--- config.mk ---
export PLATFORM = sky130hd
export DESIGN_NAME = pointer_event_tracker_core
export DESIGN_NICKNAME = d
export VERILOG_FILES = /design/src/rtl/core/pet_pkg.sv /design/src/rtl/core/pet_front.sv /design/src/rtl/core/pet_queue.sv /design/src/rtl/core/pet_back.sv /design/src/rtl/core/pointer_event_tracker_core.sv
export SDC_FILE = /design/constraint.sdc
export NUM_CORES = 1
export LEC_CHECK = 0
export BUFFER_PORTS_ARGS = -buffer_cell sky130_fd_sc_hd__buf_2
export CORE_MARGIN = 2
export CORE_UTILIZATION = 53
export CTS_CLUSTER_SIZE = 30
export DETAILED_ROUTE_END_ITERATION = 10
export PLACE_DENSITY = 0.78
export SETUP_SLACK_MARGIN = 0.4
export SLEW_MARGIN = 15
export SYNTH_ARGS = -nofsm -noshare
export SYNTH_HDL_FRONTEND = slang
export SYNTH_SLANG_ARGS = --single-unit
--- constraint.sdc ---
create_clock -name clk -period 18.9 [get_ports clk]
set_input_delay 1.89 -clock clk [delete_from_list [all_inputs] [get_ports clk]]
set_output_delay 1.89 -clock clk [all_outputs]
set_load 0.1 [all_outputs]
--- src/rtl/core/pet_pkg.sv ---
// ----------------------------------------------------------------------------
// pet_pkg
// Shared types, event codes and helpers for the pointer event tracker.
// ----------------------------------------------------------------------------
`default_nettype none

package pet_pkg;

  localparam int SCREEN_BITS = 12;
  localparam int SIZE_W      = SCREEN_BITS + 1;
  localparam int CFG_INDEX_W = 1;
  localparam int CFG_DATA_W  = SIZE_W;
  localparam int TABLET_W    = 15;
  localparam int PROD_W      = TABLET_W + SCREEN_BITS;
  localparam int SUM_W       = 34;
  localparam int QUEUE_DEPTH = 2;

  localparam logic [TABLET_W-1:0] TABLET_MAX = 15'h7FFF;

  localparam logic        OP_EVENT = 1'b0;
  localparam logic        OP_INIT  = 1'b1;

  localparam logic [15:0] EVT_KEY    = 16'h0001;
  localparam logic [15:0] EVT_REL    = 16'h0002;
  localparam logic [15:0] EVT_ABS    = 16'h0003;
  localparam logic [15:0] BTN_CODE_L = 16'h0110;
  localparam logic [15:0] BTN_CODE_R = 16'h0111;
  localparam logic [15:0] BTN_CODE_M = 16'h0112;
  localparam logic [15:0] AXIS_X     = 16'h0000;
  localparam logic [15:0] AXIS_Y     = 16'h0001;

  localparam logic [CFG_INDEX_W-1:0] REG_SCREEN_WIDTH  = 1'b0;
  localparam logic [CFG_INDEX_W-1:0] REG_SCREEN_HEIGHT = 1'b1;

  localparam logic [SIZE_W-1:0] RESET_WIDTH  = 13'd640;
  localparam logic [SIZE_W-1:0] RESET_HEIGHT = 13'd480;
  localparam logic [SIZE_W-1:0] SIZE_TOP     = SIZE_W'(1 << SCREEN_BITS);

  typedef enum logic [2:0] {
    KIND_NOP,
    KIND_INIT,
    KIND_KEY,
    KIND_BUTTON,
    KIND_REL,
    KIND_ABS
  } pet_kind_t;

  typedef struct packed {
    logic               opcode;
    logic [15:0]        event_type;
    logic [15:0]        event_code;
    logic signed [31:0] event_value;
  } pet_in_t;

  typedef struct packed {
    logic [SCREEN_BITS-1:0] cursor_x;
    logic [SCREEN_BITS-1:0] cursor_y;
    logic [2:0]             button_bits;
    logic [15:0]            key_code;
    logic signed [31:0]     key_value;
    logic                   key_pending;
  } pet_out_t;

  typedef struct packed {
    pet_kind_t          kind;
    logic               axis_x;
    logic               axis_y;
    logic [2:0]         btn_mask;
    logic               btn_set;
    logic [15:0]        code;
    logic signed [31:0] value;
    logic               abs_direct;
    logic [PROD_W-1:0]  abs_prod;
  } pet_cmd_t;

  // zero acts as one, oversize clamps to the full screen
  function automatic logic [SIZE_W-1:0] eff_size(input logic [SIZE_W-1:0] reg_val);
    logic [SIZE_W-1:0] res;
    res = reg_val;
    if (reg_val == '0) begin
      res = SIZE_W'(1);
    end else if (reg_val > SIZE_TOP) begin
      res = SIZE_TOP;
    end
    return res;
  endfunction

endpackage

`default_nettype wire

--- src/rtl/core/pet_front.sv ---
// ----------------------------------------------------------------------------
// pet_front
// Accepts input words, decodes them into commands and precomputes the
// absolute-position product. One register stage.
// ----------------------------------------------------------------------------
`default_nettype none

module pet_front
  import pet_pkg::*;
(
  input  wire logic              clk,
  input  wire logic              rst_n,
  input  wire logic              in_valid,
  output logic                   in_ready,
  input  wire pet_in_t           in_data,
  input  wire logic [SIZE_W-1:0] scr_w,
  input  wire logic [SIZE_W-1:0] scr_h,
  output logic                   cmd_valid,
  input  wire logic              cmd_ready,
  output pet_cmd_t               cmd
);

  logic                     vld_r;
  logic                     vld_nxt;
  pet_cmd_t                 cmd_r;
  pet_cmd_t                 cmd_nxt;
  logic                     in_fire;
  logic [SIZE_W-1:0]        size;
  logic [SCREEN_BITS-1:0]   size_m1;
  logic [TABLET_W-1:0]      clamp_v;
  logic [2:0]               mask;

  assign in_ready  = !vld_r || cmd_ready;
  assign in_fire   = in_valid && in_ready;
  assign cmd_valid = vld_r;
  assign cmd       = cmd_r;

  always_comb begin
    size    = (in_data.event_code == AXIS_Y) ? scr_h : scr_w;
    size_m1 = SCREEN_BITS'(size - SIZE_W'(1));

    if (in_data.event_value[31]) begin
      clamp_v = '0;
    end else if (|in_data.event_value[30:TABLET_W]) begin
      clamp_v = TABLET_MAX;
    end else begin
      clamp_v = in_data.event_value[TABLET_W-1:0];
    end

    case (in_data.event_code)
      BTN_CODE_L: mask = 3'b001;
      BTN_CODE_R: mask = 3'b010;
      BTN_CODE_M: mask = 3'b100;
      default:    mask = 3'b000;
    endcase

    cmd_nxt            = '0;
    cmd_nxt.axis_x     = (in_data.event_code == AXIS_X);
    cmd_nxt.axis_y     = (in_data.event_code == AXIS_Y);
    cmd_nxt.btn_mask   = mask;
    cmd_nxt.btn_set    = |in_data.event_value;
    cmd_nxt.code       = in_data.event_code;
    cmd_nxt.value      = in_data.event_value;
    cmd_nxt.abs_direct = !in_data.event_value[31]
                         && ($unsigned(in_data.event_value) < 32'(size));
    cmd_nxt.abs_prod   = PROD_W'(clamp_v) * PROD_W'(size_m1);

    if (in_data.opcode == OP_INIT) begin
      cmd_nxt.kind = KIND_INIT;
    end else begin
      unique case (in_data.event_type)
        EVT_KEY: cmd_nxt.kind = (mask != 3'b000) ? KIND_BUTTON : KIND_KEY;
        EVT_REL: cmd_nxt.kind = KIND_REL;
        EVT_ABS: cmd_nxt.kind = KIND_ABS;
        default: cmd_nxt.kind = KIND_NOP;
      endcase
    end

    vld_nxt = in_fire || (vld_r && !cmd_ready);
  end

  always_ff @(posedge clk) begin
    if (!rst_n) begin
      vld_r <= 1'b0;
    end else begin
      vld_r <= vld_nxt;
    end
  end

  always_ff @(posedge clk) begin
    if (in_fire) begin
      cmd_r <= cmd_nxt;
    end
  end

endmodule

`default_nettype wire

--- src/rtl/core/pet_queue.sv ---
// ----------------------------------------------------------------------------
// pet_queue
// Small command FIFO between front and back.
// ----------------------------------------------------------------------------
`default_nettype none

module pet_queue
  import pet_pkg::*;
#(
  parameter int DEPTH = QUEUE_DEPTH
)(
  input  wire logic     clk,
  input  wire logic     rst_n,
  input  wire logic     wr_valid,
  output logic          wr_ready,
  input  wire pet_cmd_t wr_data,
  output logic          rd_valid,
  input  wire logic     rd_ready,
  output pet_cmd_t      rd_data
);

  localparam int PTR_W = (DEPTH > 1) ? $clog2(DEPTH) : 1;
  localparam int CNT_W = $clog2(DEPTH + 1);

  pet_cmd_t           mem_r [DEPTH];
  logic [PTR_W-1:0]   wr_ptr_r;
  logic [PTR_W-1:0]   wr_ptr_nxt;
  logic [PTR_W-1:0]   rd_ptr_r;
  logic [PTR_W-1:0]   rd_ptr_nxt;
  logic [CNT_W-1:0]   cnt_r;
  logic [CNT_W-1:0]   cnt_nxt;
  logic               wr_fire;
  logic               rd_fire;

  assign wr_ready = (cnt_r != CNT_W'(DEPTH));
  assign rd_valid = (cnt_r != '0);
  assign rd_data  = mem_r[rd_ptr_r];
  assign wr_fire  = wr_valid && wr_ready;
  assign rd_fire  = rd_valid && rd_ready;

  always_comb begin
    wr_ptr_nxt = wr_ptr_r;
    rd_ptr_nxt = rd_ptr_r;
    cnt_nxt    = cnt_r;
    if (wr_fire) begin
      wr_ptr_nxt = (wr_ptr_r == PTR_W'(DEPTH - 1)) ? '0 : wr_ptr_r + PTR_W'(1);
    end
    if (rd_fire) begin
      rd_ptr_nxt = (rd_ptr_r == PTR_W'(DEPTH - 1)) ? '0 : rd_ptr_r + PTR_W'(1);
    end
    if (wr_fire && !rd_fire) begin
      cnt_nxt = cnt_r + CNT_W'(1);
    end else if (rd_fire && !wr_fire) begin
      cnt_nxt = cnt_r - CNT_W'(1);
    end
  end

  always_ff @(posedge clk) begin
    if (!rst_n) begin
      wr_ptr_r <= '0;
      rd_ptr_r <= '0;
      cnt_r    <= '0;
    end else begin
      wr_ptr_r <= wr_ptr_nxt;
      rd_ptr_r <= rd_ptr_nxt;
      cnt_r    <= cnt_nxt;
    end
  end

  always_ff @(posedge clk) begin
    if (wr_fire) begin
      mem_r[wr_ptr_r] <= wr_data;
    end
  end

endmodule

`default_nettype wire

--- src/rtl/core/pet_back.sv ---
// ----------------------------------------------------------------------------
// pet_back
// Executes commands against the cursor, button and key state; the state
// registers drive the result word directly.
// ----------------------------------------------------------------------------
`default_nettype none

module pet_back
  import pet_pkg::*;
(
  input  wire logic              clk,
  input  wire logic              rst_n,
  input  wire logic              cmd_valid,
  output logic                   cmd_ready,
  input  wire pet_cmd_t          cmd,
  input  wire logic [SIZE_W-1:0] scr_w,
  input  wire logic [SIZE_W-1:0] scr_h,
  output logic                   out_valid,
  input  wire logic              out_ready,
  output pet_out_t               out_data
);

  logic                    out_vld_r;
  logic                    out_vld_nxt;
  logic [SCREEN_BITS-1:0]  col_r, col_nxt;
  logic [SCREEN_BITS-1:0]  row_r, row_nxt;
  logic [2:0]              btn_r, btn_nxt;
  logic [15:0]             kcode_r, kcode_nxt;
  logic signed [31:0]      kval_r, kval_nxt;
  logic                    kseen_r, kseen_nxt;
  logic                    cmd_fire;
  logic [SCREEN_BITS-1:0]  q0;
  logic [TABLET_W:0]       rem;
  logic [SCREEN_BITS-1:0]  quot;
  logic [SCREEN_BITS-1:0]  abs_pos;
  logic signed [SUM_W-1:0] val_ext;
  logic signed [SUM_W-1:0] base_x, base_y;
  logic signed [SUM_W-1:0] tgt_x, tgt_y;

  function automatic logic [SCREEN_BITS-1:0] sat_axis(
    input logic signed [SUM_W-1:0] v,
    input logic [SIZE_W-1:0]       size
  );
    logic [SIZE_W-1:0]       top;
    logic [SCREEN_BITS-1:0]  res;
    top = size - SIZE_W'(1);
    if (v < 0) begin
      res = '0;
    end else if (v > $signed(SUM_W'(top))) begin
      res = top[SCREEN_BITS-1:0];
    end else begin
      res = v[SCREEN_BITS-1:0];
    end
    return res;
  endfunction

  assign cmd_ready = !out_vld_r || out_ready;
  assign cmd_fire  = cmd_valid && cmd_ready;
  assign out_valid = out_vld_r;

  assign out_data.cursor_x    = col_r;
  assign out_data.cursor_y    = row_r;
  assign out_data.button_bits = btn_r;
  assign out_data.key_code    = kcode_r;
  assign out_data.key_value   = kval_r;
  assign out_data.key_pending = kseen_r;

  always_comb begin
    // divide by 2^15-1: q0 = p >> 15, remainder q0 + low bits, one correction
    q0      = cmd.abs_prod[PROD_W-1:TABLET_W];
    rem     = {1'b0, cmd.abs_prod[TABLET_W-1:0]} + (TABLET_W+1)'(q0);
    quot    = q0 + SCREEN_BITS'(rem >= (TABLET_W+1)'(TABLET_MAX));
    abs_pos = cmd.abs_direct ? cmd.value[SCREEN_BITS-1:0] : quot;

    val_ext = SUM_W'(cmd.value);
    base_x  = $signed(SUM_W'(col_r));
    base_y  = $signed(SUM_W'(row_r));
    tgt_x   = base_x;
    tgt_y   = base_y;
    if (cmd.kind == KIND_REL) begin
      if (cmd.axis_x) tgt_x = base_x + val_ext;
      if (cmd.axis_y) tgt_y = base_y + val_ext;
    end else begin
      if (cmd.axis_x) tgt_x = $signed(SUM_W'(abs_pos));
      if (cmd.axis_y) tgt_y = $signed(SUM_W'(abs_pos));
    end

    col_nxt   = col_r;
    row_nxt   = row_r;
    btn_nxt   = btn_r;
    kcode_nxt = kcode_r;
    kval_nxt  = kval_r;
    kseen_nxt = kseen_r;

    if (cmd_fire) begin
      unique case (cmd.kind) inside
        KIND_INIT: begin
          col_nxt   = scr_w[SIZE_W-1:1];
          row_nxt   = scr_h[SIZE_W-1:1];
          btn_nxt   = '0;
          kcode_nxt = '0;
          kval_nxt  = '0;
          kseen_nxt = 1'b0;
        end
        KIND_KEY: begin
          kcode_nxt = cmd.code;
          kval_nxt  = cmd.value;
          kseen_nxt = 1'b1;
        end
        KIND_BUTTON: begin
          btn_nxt = cmd.btn_set ? (btn_r | cmd.btn_mask) : (btn_r & ~cmd.btn_mask);
        end
        KIND_REL, KIND_ABS: begin
          col_nxt = sat_axis(tgt_x, scr_w);
          row_nxt = sat_axis(tgt_y, scr_h);
        end
        default: begin
        end
      endcase
    end

    out_vld_nxt = cmd_fire || (out_vld_r && !out_ready);
  end

  always_ff @(posedge clk) begin
    if (!rst_n) begin
      out_vld_r <= 1'b0;
      col_r     <= RESET_WIDTH[SIZE_W-1:1];
      row_r     <= RESET_HEIGHT[SIZE_W-1:1];
      btn_r     <= '0;
      kcode_r   <= '0;
      kval_r    <= '0;
      kseen_r   <= 1'b0;
    end else begin
      out_vld_r <= out_vld_nxt;
      col_r     <= col_nxt;
      row_r     <= row_nxt;
      btn_r     <= btn_nxt;
      kcode_r   <= kcode_nxt;
      kval_r    <= kval_nxt;
      kseen_r   <= kseen_nxt;
    end
  end

endmodule

`default_nettype wire

--- src/rtl/core/pointer_event_tracker_core.sv ---
// Path: front register, command queue, then the back-end state registers.
// Throughput: one word per cycle while the output is not stalled; set by the front
// register, the command queue and the state update in the back end.
// Reset (synchronous): screen 640x480, cursor centered at (320, 240),
// buttons, key code, key value and key flag cleared, queue empty.
// ----------------------------------------------------------------------------
// pointer_event_tracker_core
// Cursor, button and key tracker for evdev-style input words.
// ----------------------------------------------------------------------------
`default_nettype none

module pointer_event_tracker_core
  import pet_pkg::*;
#(
  parameter int QUEUE_DEPTH = pet_pkg::QUEUE_DEPTH
)(
  input  wire logic                   clk,
  input  wire logic                   rst_n,
  input  wire logic                   in_valid,
  output logic                        in_ready,
  input  wire pet_in_t                in_data,
  output logic                        out_valid,
  input  wire logic                   out_ready,
  output pet_out_t                    out_data,
  input  wire logic                   cfg_we,
  input  wire logic [CFG_INDEX_W-1:0] cfg_index,
  input  wire logic [CFG_DATA_W-1:0]  cfg_wdata
);

  logic [SIZE_W-1:0] scr_w_r;
  logic [SIZE_W-1:0] scr_h_r;
  logic [SIZE_W-1:0] eff_w;
  logic [SIZE_W-1:0] eff_h;
  logic              fq_valid, fq_ready;
  pet_cmd_t          fq_cmd;
  logic              qb_valid, qb_ready;
  pet_cmd_t          qb_cmd;

  assign eff_w = eff_size(scr_w_r);
  assign eff_h = eff_size(scr_h_r);

  always_ff @(posedge clk) begin
    if (!rst_n) begin
      scr_w_r <= RESET_WIDTH;
      scr_h_r <= RESET_HEIGHT;
    end else if (cfg_we) begin
      unique case (cfg_index)
        REG_SCREEN_WIDTH:  scr_w_r <= cfg_wdata;
        REG_SCREEN_HEIGHT: scr_h_r <= cfg_wdata;
      endcase
    end
  end

  pet_front u_front (
    .clk       (clk),
    .rst_n     (rst_n),
    .in_valid  (in_valid),
    .in_ready  (in_ready),
    .in_data   (in_data),
    .scr_w     (eff_w),
    .scr_h     (eff_h),
    .cmd_valid (fq_valid),
    .cmd_ready (fq_ready),
    .cmd       (fq_cmd)
  );

  pet_queue #(
    .DEPTH (QUEUE_DEPTH)
  ) u_queue (
    .clk      (clk),
    .rst_n    (rst_n),
    .wr_valid (fq_valid),
    .wr_ready (fq_ready),
    .wr_data  (fq_cmd),
    .rd_valid (qb_valid),
    .rd_ready (qb_ready),
    .rd_data  (qb_cmd)
  );

  pet_back u_back (
    .clk       (clk),
    .rst_n     (rst_n),
    .cmd_valid (qb_valid),
    .cmd_ready (qb_ready),
    .cmd       (qb_cmd),
    .scr_w     (eff_w),
    .scr_h     (eff_h),
    .out_valid (out_valid),
    .out_ready (out_ready),
    .out_data  (out_data)
  );

endmodule

`default_nettype wire

# After elaboration in Yosys (flattened, before gate mapping)
# Memories as Yosys holds them, arrays and structs flattened. A register that Yosys moved wholly into a read port is not among the register bits.
# Index checks and enable logic that the tools add are counted.
[totals] in_bits=84 mem_bits_rw=170 register_bits=193 elab_cells=132 mem_count=1
[mem_list] name="u_queue.mem_r" words=2 width=85 rd=1 rd_ports_with_merged_regs=1 write_ports=1 line="pet_queue.sv:25" source="pet_cmd_t mem_r [DEPTH];"
[op_classes] mul=1 eq_ne=13 muxes=36 n_bitwise=4 n_addsub=11 magnitude_cmp=8 n_reduce_logical=36
[op_table] cell="two-way mux 34 bit" n=4
[op_table] cell="two-way mux 12 bit" n=7
[op_table] cell="> comparator 34 x 14 -> 1 bit" n=2
[op_table] cell="less-than comparator 34 x 1 -> 1 bit, second input constant" n=2
[op_table] cell="adder 13 x 32 -> 33 bit" n=2
[op_table] cell="two-way mux 13 bit" n=5
[op_table] cell="case mux 32 bit (2 select lines)" n=1
[op_table] cell="== test 16 x 9 -> 1 bit, second input constant" n=3
[op_table] cell="case mux 12 bit (2 select lines)" n=2
[op_table] cell="== test 16 x 1 -> 1 bit, second input constant" n=2
[op_table] cell="== test 16 x 2 -> 1 bit, second input constant" n=2
[op_table] cell="less-than comparator 32 x 13 -> 1 bit" n=1
[op_table] cell="case mux 16 bit (2 select lines)" n=1
[op_table] cell="OR reduction 32 bit" n=1
[op_table] cell="two-way mux 15 bit" n=2
[op_table] cell="multiplier 15 x 12 -> 27 bit" n=1
[op_table] cell="> comparator 13 bit, second input constant" n=2
[op_table] cell="zero test 13 bit" n=2
[op_table] cell="subtractor 13 x 1 -> 13 bit, second input constant" n=2
[op_table] cell="case mux 3 bit (3 select lines)" n=2
[op_table] cell="adder 15 x 12 -> 16 bit" n=1
[op_table] cell=">= comparator 16 x 15 -> 1 bit, second input constant" n=1
[op_table] cell="zero test 16 bit" n=1
[op_table] cell="OR reduction 16 bit" n=1
[op_table] cell="other kinds (25)" n=59

# Depth between registers and ports, before layout
# Gate-level depths: netlist (run 1).
[logic_depth] ltp_word=10 mapped_depth=44

# Modules after synthesis
# From an unflattened synthesis (run 1), not the netlist that was laid out.
[hier_totals] cells_unflattened=2383 hier_area_um2=24694.9
[by_module_without_submodules] module="pet_front" cells_each=926 n_inst=1 area_each_um2=9302.7 seq_area_each_um2=2572.5
[by_module_without_submodules] module="pet_back" cells_each=1019 n_inst=1 area_each_um2=7842.5 seq_area_each_um2=1541.5
[by_module_without_submodules] module="pet_queue" cells_each=288 n_inst=1 area_each_um2=6383.6 seq_area_each_um2=5205.0
[by_module_without_submodules] module="pointer_event_tracker_core" cells_each=150 n_inst=1 area_each_um2=1166.1 seq_area_each_um2=520.5

# Least setup slack after synthesis (run 1)
# OpenSTA, ideal clock, no wires.
[synth_timing] path_kind="input port to flip-flop" start="in in_data[40] (netlist name)" end="reg u_front.cmd_r, in the netlist u_front.cmd[23], data pin" stages=29 required_ns=18.640 arrival_time_ns=9.327 path_buffers=2 slack_ns=9.313 setup_ns=0.260 path_cell_list="nor4b_1 and4_1 clkbuf_1 mux2i_1 and2_1 and3_1 nand2_1 nor3_1 nand3_1 xnor2_1 buf_2 nor2_1 fa_1 fa_1 fa_1 fa_1 inv_1 fa_1 inv_1 ha_1 and2_1 a31o_2 a31oi_1 a21oi_1 a41o_1 o31a_1 o21a_1 nor2_1 xnor2_1"
[synth_rtl] item="from (decl)" line="pointer_event_tracker_core.sv:21" source="input wire pet_in_t in_data,"
[synth_rtl] item="to (signal assigned)" line="pet_front.sv:92" source="cmd_r <= cmd_nxt;"
[synth_rtl] item="to (decl)" line="pet_front.sv:25" source="pet_cmd_t cmd_r;"

==> results of run 1 <==
## final cells by class
class / instances / area share (%)
clock inverters: 20 / 0.665
well taps: 607 / 2.78
clock buffers: 49 / 3.75
flip-flops and latches: 364 / 36.1
repair buffers: 185 / 3.61
multi-input cells: 1810 / 50.4
inverters: 201 / 2.76
## report_power, final
part | internal [W] | switching, W
Clock | 0.000414 | 0.000317
Combinational | 0.00123 | 0.00198
Sequential | 0.00109 | 0.0000819
Total | 0.00273 | 0.00237
## state kept, by name (all words and copies together) (netlist names), named ones only
signal             cells
u_back.kval_r         32
u_back.kseen_r         1
u_back.kcode_r        16
scr_h_r               13
u_queue.mem_r        170
scr_w_r               13
u_back.btn_r           3
u_back.out_valid       1
u_queue.wr_ptr_r       1
u_back.row_r          12
u_back.col_r          12
u_front.cmd_valid      1
u_queue.cnt_r          2
u_queue.rd_ptr_r       1
u_front.cmd           85
## worst register-to-register path: cells and delay by family (launching register included)
kind                     cells  cell delay (ns)
AO/OA/AOI/OAI               20             5.00
adder cells (fa/ha/maj)      4             1.04
multiplexers                 2             0.90
AND/OR/NAND/NOR              2             0.69
flip-flops                   1             0.60
buffers and inverters        1             0.59
## metal layers
layer | GRT usage (%) | routed length (µm) | share of wire, % | vias up
met3 | 4.57 | 5660 | 7.6 | 176
li1 | - | - | - | 9051
met1 | 40.7 | 30300 | 41 | 9779
met5 | 0 | 16 | 0.021 | -
met4 | 12.7 | 3130 | 4.2 | 2
met2 | 51.6 | 35300 | 47 | 896
## cells by family after synthesis
family / count (synthesis) / synth area share (%)
AOI/OAI and AO/OA: 478 / 12.8
adders and majority gates: 272 / 17.8
buffers and inverters: 289 / 4.63
and+or+nand+nor: 865 / 17.0
DFF: 364 / 39.9
muxes: 103 / 4.55
xor gates and xnor gates: 92 / 3.26
## placed cells by master (no fill, tap or decap), drive strengths merged, types with 28 or more instances in the layout
cell type,Yosys,routed
or3,37,37
clkbuf,67,49
dfxtp,109,109
o21ai,92,92
mux2i,33,33
a31oi,38,38
inv,200,204
nor2b,70,70
a22oi,50,50
a21oi,112,112
nor2,199,199
fa,133,133
ha,138,138
and2,28,28
nand3,63,63
mux2,70,70
edfxtp,255,255
nand2,266,266
nor3,63,63
xnor2,66,66
buf,21,185
## through the flow
stage / hold slack [ns] / util (%)
2_1_floorplan: 0.421 / -
6_report: 0.444 / 59.0
3_5_place_dp: 0.433 / 56.4
3_3_place_gp: 0.422 / 56.4
4_1_cts: 0.446 / 59.0
5_1_grt: 0.455 / 59.0
## worst min-delay path by stage
stage | startpoint | slack [ns] | end | cells past startpoint
after floorplan | u_front.cmd[0] | 0.42 | u_queue.mem_r[0][0] | 0
after global placement | u_front.cmd[41] | 0.42 | u_queue.mem_r[0][41] | 0
after detailed placement | u_front.cmd[43] | 0.43 | u_queue.mem_r[1][43] | 0
after CTS | u_front.cmd[43] | 0.45 | u_queue.mem_r[1][43] | 0
after global routing | u_front.cmd[42] | 0.45 | u_queue.mem_r[1][42] | 0
final | u_front.cmd[76] | 0.44 | u_queue.mem_r[0][76] | 0
==> results.tsv, run 1 <==
metric	value	unit
detailed-route DRC error count	0	
vias in the first global route	19788	
CTS tree	done	
nets	2955	
clock tree buffer depth	3	
DR iter-0 viols	1940	
Critical Path Start	in_data[44]	
reg2reg end	u_back.col_r[6]	
Fmax	94.1	MHz
I/O Buffers	161	
Post-Syn Area per Cell	10.0	µm²
setup TNS	0	ns
drt pass-1 iters	5	
CP top delay family	simple AND/OR/NAND/NOR gates	
Critical Path Source Type	input port	
Finish-stage setup viols	0	
FILL cells	3918	
DP Wirelength	57400	µm
row cnt	79	
core footprint	46300	µm²
Worst IR Drop VDD	0.170	mV
Final Skew	0.0262	ns
most used cell, CP	fa_1	
via count	19904	
fin. max-slew vios	0	
Post-Place Cells	3167	
endpoint class of the critical path	flip-flop	
die area	48300	µm²
Syn Inst Count	2463	
Vias/cell	6.15	
n_diodes	0	
largest net degree at the start of global routing	58	
synth unique cells	85	
final worst path period need	10.63	ns
Worst-Margin Slew	1.09	ns
Area contributors post-synth	edfxtp_1 31%, fa_1 11%, dfxtp_1 8.8%	
Pwr Total	0.00511	W
Die X	220	µm
most frequent cells after synthesis	266 x nand2_1, 255 x edfxtp_1, 199 x inv_1, 199 x nor2_1, 138 x ha_1	
critical path depth	30	
Critical Path Max Stage Delay	0.80	ns
gr ovfl total	0	
Critical Path Slowest Stage Cell	nor4_1	
Yosys warning total	0	
share of cells above drive strength 1	13.7	%
crit path to	u_front.cmd[23]	
WP buf/inv	5	
path depth of the worst reg2reg path	29	
Layout area overhead	10.5	%
fin crit share	56.2	%
critical path class	input port to flip-flop	
initial antenna violation count	1	
worst skew pair latency	0.55	ns
final WL	74500	µm
Yosys top cell area share	31.0	%
GRT Util Overall	31.0	%
H-Tree Level Count	2	
Non-Filler Instances	3236	
postcts setup bufs	0	
CTS clk-pin slew, worst paths	0.06	ns
first-pass GRT wire length	114000	µm
initial core utilization	53.4	%
Cell Area, Synth	24700	µm²
most frequent cell after synthesis	nand2_1	
RSZ-0062 raised after global routing	false	
Yosys top cell by area	edfxtp_1	
Die Span Y	220	µm
r2r setup slk	9.98	ns
cts repair resizes	0	
cts bufs inserted	38	
Worst Setup Slack, final	8.27	ns
sequential area share after synthesis	39.9	%
Routability Congestion	0.981	
I/O pin count	162	
DP Area	26100	µm²
post-cts hold buffer count	0	
antenna viol nets, final	0	
Synth async-reset ratio	0	%
Leak	11.1	nW
status	complete, no violations	
drt wl/cell	23.0	µm
P per Cell Area	187	nW/µm²
Net Count, Synth	2818	
Design Area, Final	27300	µm²
Critical Path RT	19.18	ns
Root Driver	clkbuf_16	
Hold Crit Class	flip-flop to flip-flop	
Hold Fails Final Rpt	0	
Post-synth EDFFs	255	
Seq cells post-synth	364	
Max Cap Viol	0	
CTS sink cnt	364	
pre-CTS setup slack	7.94	ns
worst rel slew slack	27.0	%
register area	9840	µm²
Main synth FF type	edfxtp_1	
crit path max fanout	17	
Multi-input gate area	13700	µm²
CP Data Arrival Time	10.91	ns
Note: power is estimated with default switching activity, not from simulation.
==> run 2, diff against run 1 <==
==> constraint.sdc (replaced) <==
create_clock -name clk -period 9.8 [get_ports clk]
set_input_delay 0.98 -clock clk [delete_from_list [all_inputs] [get_ports clk]]
set_output_delay 0.98 -clock clk [all_outputs]
set_load 0.1 [all_outputs]
==> results.tsv, run 2 (synthesis gave the netlist of run 1 again) <==
metric	value	unit	change
status	complete, no violations		unchanged
Root Driver	clkbuf_16		unchanged
setup TNS	0	ns	unchanged
DR iter-0 viols	1973		was 1,940
critical path class	input port to flip-flop		unchanged
initial core utilization	53.4	%	unchanged
first-pass GRT wire length	113000	µm	was 114,000 µm
endpoint class of the critical path	flip-flop		unchanged
drt pass-1 iters	6		was 5
Die Span Y	220	µm	unchanged
DP Wirelength	56900	µm	was 57,400 µm
Fmax	113	MHz	
Worst-Margin Slew	1.15	ns	was 1.09 ns
final WL	74200	µm	was 74,500 µm
Finish-stage setup viols	0		unchanged
crit path max fanout	13		was 17
cts bufs inserted	39		was 38
detailed-route DRC error count	0		unchanged
Die X	220	µm	unchanged
P per Cell Area	361	nW/µm²	was 187 nW/µm²
postcts setup bufs	0		unchanged
final worst path period need	8.84	ns	
fin. max-slew vios	0		unchanged
Critical Path Source Type	input port		unchanged
gr ovfl total	0		unchanged
Multi-input gate area	13700	µm²	about the same
Layout area overhead	11.4	%	was 10.5%
initial antenna violation count	3		was 1
I/O Buffers	161		unchanged
H-Tree Level Count	2		unchanged
RSZ-0062 raised after global routing	false		unchanged
Vias/cell	6.18		was 6.15
WP buf/inv	6		was 5
commonest cells after routing, fill and taps aside	266 x nand2_1, 255 x edfxtp_1, 199 x inv_1		unchanged
CP Data Arrival Time	9.12	ns	was 10.91 ns
most used cell, CP	fa_1		unchanged
Critical Path RT	10.08	ns	was 19.18 ns
cts repair resizes	0		unchanged
drt wl/cell	22.8	µm	was 23.0 µm
Max Cap Viol	0		unchanged
register area	9840	µm²	unchanged
Leak	11.2	nW	was 11.1 nW
clock tree buffer depth	3		unchanged
fin crit share	90.2	%	
Hold Crit Class	flip-flop to flip-flop		unchanged
Most flops, register	u_queue.mem_r		unchanged
vias in the first global route	19825		was 19,788
Design Area, Final	27500	µm²	was 27,300 µm²
I/O pin count	162		unchanged
r2r setup slk	1.25	ns	was 9.98 ns
share of cells above drive strength 1	14.3	%	was 13.7%
CTS sink cnt	364		unchanged
Largest register FFs	170		unchanged
post-cts hold buffer count	0		unchanged
CTS clk-pin slew, worst paths	0.06	ns	about the same
nets	2972		was 2,955
core footprint	46300	µm²	unchanged
worst rel slew slack	21.4	%	was 27.0%
DP Area	26200	µm²	was 26,100 µm²
largest net degree at the start of global routing	67		was 58
Critical Path Slowest Stage Cell	and4_1		was nor4_1
GRT Util Overall	30.7	%	was 31.0%
die area	48300	µm²	unchanged
via count	20107		was 19,904
Routability Congestion	0.971		was 0.981
worst skew pair latency	0.56	ns	was 0.55 ns
most common cell after layout, fill and taps aside	nand2_1		unchanged
Hold Fails Final Rpt	0		unchanged
Final Skew	0.0220	ns	was 0.0262 ns
CP top delay family	adder cells		was simple AND/OR/NAND/NOR gates
FILL cells	3876		was 3,918
row cnt	79		unchanged
CTS tree	done		unchanged
Critical Path Max Stage Delay	0.59	ns	was 0.80 ns
antenna viol nets, final	0		unchanged
Worst IR Drop VDD	0.406	mV	was 0.170 mV
==> run 2: changes by cell type in the layout (fill, tap and decap cells not counted), sizes merged <==
cell and delta:
buf +16, bufinv +1, clkbuf -6, clkinv +2, clkinvlp +2, diode +2
inv +3
==> run 2: area by class of cell <==
cell class,count,share of cell area [%]
Clock buffer,43,3.68
Timing Repair Buffer,201,4.02
Sequential cell,364,35.8
Clock inverter,28,1.06
Tap cell,607,2.76
Inverter,201,2.74
Multi-Input combinational cell,1810,49.9
Antenna cell,2,0.0182
==> run 2: metal layers <==
layer | GRT usage (%) | up-vias | share of wire (%) | routed length, µm
li1 | - | 9089 | - | -
met1 | 40.8 | 9843 | 41 | 30300
met2 | 50.6 | 1011 | 47 | 35000
met3 | 4.75 | 160 | 8.3 | 6180
met4 | 11.8 | 4 | 3.7 | 2760
met5 | 0 | - | 0.036 | 27
==> run 2: worst paths after layout <==
path / to / cells after the start / from
hold / removal: u_queue.mem_r[1][46] / 0 / u_front.cmd[46]
hold reg to reg: u_queue.mem_r[1][46] / 0 / u_front.cmd[46]
setup / recovery: u_front.cmd[24] / 29 / in_data[33]
setup reg to reg: u_front.cmd[23] / 29 / scr_h_r[6]
==> run 2: report_power, final <==
| group | internal [W] | total, W | switching (W) | leakage (nW) |
|---|---|---|---|---|
| clock | 0.000844 | 0.00149 | 0.000648 | 0.628 |
| sequential | 0.00211 | 0.00227 | 0.000163 | 3.27 |
| combinational | 0.00236 | 0.00615 | 0.00379 | 7.28 |
==> run 2: worst register-to-register path, delay by kind of cell (launching register included) <==
kind	cells	cell delay, ns
flip-flops	1	0.38
AND/OR/NAND/NOR	8	1.81
AO/OA/AOI/OAI	7	1.68
XOR/XNOR	2	0.55
buffers and inverters	5	0.49
adder cells (fa/ha/maj)	6	2.90
multiplexers	1	0.47
==> run 2: metrics by stage <==
step                util (%)  instances  power [W]  worst slack (ns)  hold WS, ns
floorplan                  -       2463    0.00682              1.12        0.421
global placement        56.6       3183    0.00813             0.741        0.422
detailed placement      56.6       3183    0.00836             0.500        0.430
CTS                     59.4       3254    0.00989              1.03        0.429
global route            59.4       3254     0.0107             0.546        0.439
finish                  59.4       3256    0.00991             0.961        0.434
==> run 3, diff against run 2 <==
--- a/config.mk
+++ b/config.mk
@@ -5,12 +5,13 @@
 export SDC_FILE = /design/constraint.sdc
 export NUM_CORES = 1
 export LEC_CHECK = 0
+export ABC_AREA = 1
 export BUFFER_PORTS_ARGS = -buffer_cell sky130_fd_sc_hd__buf_2
-export CORE_MARGIN = 2
 export CORE_UTILIZATION = 53
 export CTS_CLUSTER_SIZE = 30
 export DETAILED_ROUTE_END_ITERATION = 10
 export PLACE_DENSITY = 0.78
+export REMOVE_ABC_BUFFERS = 1
 export SETUP_SLACK_MARGIN = 0.4
 export SLEW_MARGIN = 15
 export SYNTH_ARGS = -nofsm -noshare
==> results.tsv, run 3 <==
metric	value	unit	change
Switching Fraction	49.3	%	was 46.4%
critical path class	input port to flip-flop		unchanged
core footprint	47600	µm²	was 46,300 µm²
Yosys top cell by area	edfxtp_1		unchanged
Finish-stage setup viols	0		unchanged
Worst R2R Start	scr_w_r[1]		was scr_h_r[6]
largest net degree at the start of global routing	61		was 67
part of the power in registers	22.4	%	was 22.9%
Clock power frac	15.1	%	about the same
final WL	69800	µm	was 74,200 µm
H-Tree Level Count	2		unchanged
sequential area share after synthesis	38.5	%	was 39.9%
row cnt	80		was 79
DP Wirelength	53800	µm	was 56,900 µm
Die Span Y	222	µm	was 220 µm
Yosys warning total	0		unchanged
final worst path period need	8.32	ns	was 8.84 ns
Root Driver	clkbuf_16		unchanged
Critical Path Source Type	input port		unchanged
cts bufs inserted	40		was 39
drt pass-1 iters	6		unchanged
P per Cell Area	364	nW/µm²	was 361 nW/µm²
DR iter-0 viols	1897		was 1,973
postcts setup bufs	0		unchanged
Main synth FF type	edfxtp_1		unchanged
fin crit share	84.9	%	was 90.2%
GRT Util Overall	28.7	%	was 30.7%
Post-synth EDFFs	255		unchanged
cts repair resizes	0		unchanged
Seq cells post-synth	364		unchanged
worst rel slew slack	28.6	%	was 21.4%
CP Data Arrival Time	8.64	ns	was 9.12 ns
Hold Fails Final Rpt	0		unchanged
vias in the first global route	20119		was 19,825
setup TNS	0	ns	unchanged
Power Internal	0.00523	W	was 0.00531 W
endpoint class of the critical path	flip-flop		unchanged
Fmax	120	MHz	was 113 MHz
Final Skew	0.0540	ns	was 0.0220 ns
commonest cells after routing, fill and taps aside	999 x nand2_1, 460 x inv_1, 255 x edfxtp_1		was 266 x nand2_1, 255 x edfxtp_1, 199 x inv_1
share of cells above drive strength 1	10.5	%	was 14.3%
Routability Congestion	1.01		was 0.971
gr ovfl total	0		unchanged
Hold Crit Class	flip-flop to flip-flop		unchanged
via count	21361		was 20,107
CTS tree	done		unchanged
clock tree buffer depth	3		unchanged
Vias/cell	5.37		was 6.18
status	complete, no violations		unchanged
CTS clk-pin slew, worst paths	0.06	ns	about the same
Most flops, register	u_queue.mem_r		unchanged
final core utilization	59.4	%	about the same
most frequent cells after synthesis	999 x nand2_1, 461 x inv_1, 255 x edfxtp_1		was 266 x nand2_1, 255 x edfxtp_1, 199 x inv_1, 199 x nor2_1, 138 x ha_1
Die X	222	µm	was 220 µm
Worst IR Drop VDD	0.359	mV	was 0.406 mV
Leak	13.5	nW	was 11.2 nW
Cell Area, Synth	25600	µm²	was 24,700 µm²
Largest register FFs	170		unchanged
initial antenna violation count	1		was 3
Max Cap Viol	0		unchanged
Worst Setup Slack, final	1.48	ns	was 0.961 ns
Critical Path Start	in_data[35]		was in_data[33]
FILL cells	4258		was 3,876
I/O pin count	162		unchanged
CTS sink cnt	364		unchanged
Critical Path Max Stage Delay	0.55	ns	was 0.59 ns
worst skew pair latency	0.59	ns	was 0.56 ns
RSZ-0062 raised after global routing	false		unchanged
I/O Buffers	161		unchanged
Critical Path Slowest Stage Cell	fa_1		was and4_1
Critical Path RT	10.12	ns	was 10.08 ns
nets	3687		was 2,972
crit path max fanout	17		was 13
fin. max-slew vios	0		unchanged
Yosys top cell area share	29.9	%	was 31.0%
most used cell, CP	nand2_1		was fa_1
P_sw	0.00508	W	was 0.00460 W
pre-CTS setup slack	0.932	ns	was 0.500 ns
Layout area overhead	10.7	%	was 11.4%
Area contributors post-synth	edfxtp_1 30%, nand2_1 15%, fa_1 10%		was edfxtp_1 31%, fa_1 11%, dfxtp_1 8.8%
die area	49200	µm²	was 48,300 µm²
most common cell after layout, fill and taps aside	nand2_1		unchanged
Worst-Margin Slew	1.07	ns	was 1.15 ns
combinational power share	62.5	%	was 62.1%
post-cts hold buffer count	0		unchanged
n_diodes	0		was 2
first-pass GRT wire length	110000	µm	was 113,000 µm
Post-Syn Area per Cell	8.02	µm²	was 10.0 µm²
Synth async-reset ratio	0	%	unchanged
HP Start	u_front.cmd[27]		was u_front.cmd[46]
drt wl/cell	17.6	µm	was 22.8 µm
synth unique cells	57		was 85
most frequent cell after synthesis	nand2_1		unchanged
Syn Inst Count	3189		was 2,463
antenna viol nets, final	0		unchanged
initial core utilization	53.7	%	was 53.4%
detailed-route DRC error count	0		unchanged
run 3: cell count changes in the layout (fill, tap and decap cells not counted), moves of 47 or more:
cell and change:
nand2_1 +733, inv_1 +261, nand3_1 +120, mux2_2 -70, nor2b_1 -70, a21oi_1 +63, a22oi_1 -47
run 3: metal layers:
layer	part of all wire, %	wire length, µm	vias up	track usage (%)
met4	3.4	2370	0	10.2
met1	44	31000	9885	40.7
li1	-	-	10498	-
met2	44	30900	837	44.9
met5	0	0	-	0
met3	8.0	5610	141	4.39
run 3: layout make-up:
type                       count  area, µm²  area share, %
inverter                     485       1820           6.43
clock buffer                  51       1110           3.93
sequential                   364       9840           34.8
clock inverter                23        274          0.968
tap                          615        769           2.72
timing repair buffer         176        918           3.24
multi-input combinational   2265      13600           47.9
run 3: path summary, 6_finish.rpt:
path                     endpoint  slack (ns)  depth (start not counted)
max               u_front.cmd[23]        1.48                         40
min          u_queue.mem_r[1][27]        0.41                          0
max reg2reg       u_front.cmd[23]        1.96                         42
min reg2reg  u_queue.mem_r[1][27]        0.41                          0
run 3: cell families (layout without fill, tap and decap cells):
| group | count (synthesis) | after routing | share of synthesized area, % |
|---|---|---|---|
| muxes | 2 | 2 | 0.0783 |
| DFF | 364 | 364 | 38.5 |
| and+or+nand+nor | 1567 | 1567 | 25.8 |
| AOI/OAI and AO/OA | 357 | 357 | 7.57 |
| adders and majority gates | 271 | 271 | 17.2 |
| buffers and inverters | 560 | 735 | 8.57 |
| xor gates and xnor gates | 68 | 68 | 2.33 |
run 3: worst max-delay path: cells and delay by family:
kind	cells	cell delay, ns
adders and majority gates	7	3.23
and+or+nand+nor	22	3.21
buffers and inverters	8	0.90
AOI/OAI and AO/OA	2	0.28
xor gates and xnor gates	1	0.06
run 3: stage by stage:
stage / total power, W / area, µm² / std cells / hold WS, ns
detailed placement: 0.00871 / 26900 / 3905 / 0.429
floorplan: 0.00715 / 25200 / 3114 / 0.421
finish: 0.0103 / 28300 / 3979 / 0.407
global placement: 0.00858 / 26900 / 3905 / 0.422
global route: 0.0112 / 28300 / 3979 / 0.412
CTS: 0.0103 / 28300 / 3979 / 0.393
run 3: power groups by stage:
stage | Sequential (W) | Combinational [W] | Clock [W]
after floorplan | 0.00270 | 0.00445 | 0
after detailed placement | 0.00234 | 0.00637 | 0
after global placement | 0.00233 | 0.00625 | 0
after CTS | 0.00231 | 0.00641 | 0.00158
final | 0.00231 | 0.00645 | 0.00156
after global routing | 0.00233 | 0.00723 | 0.00164
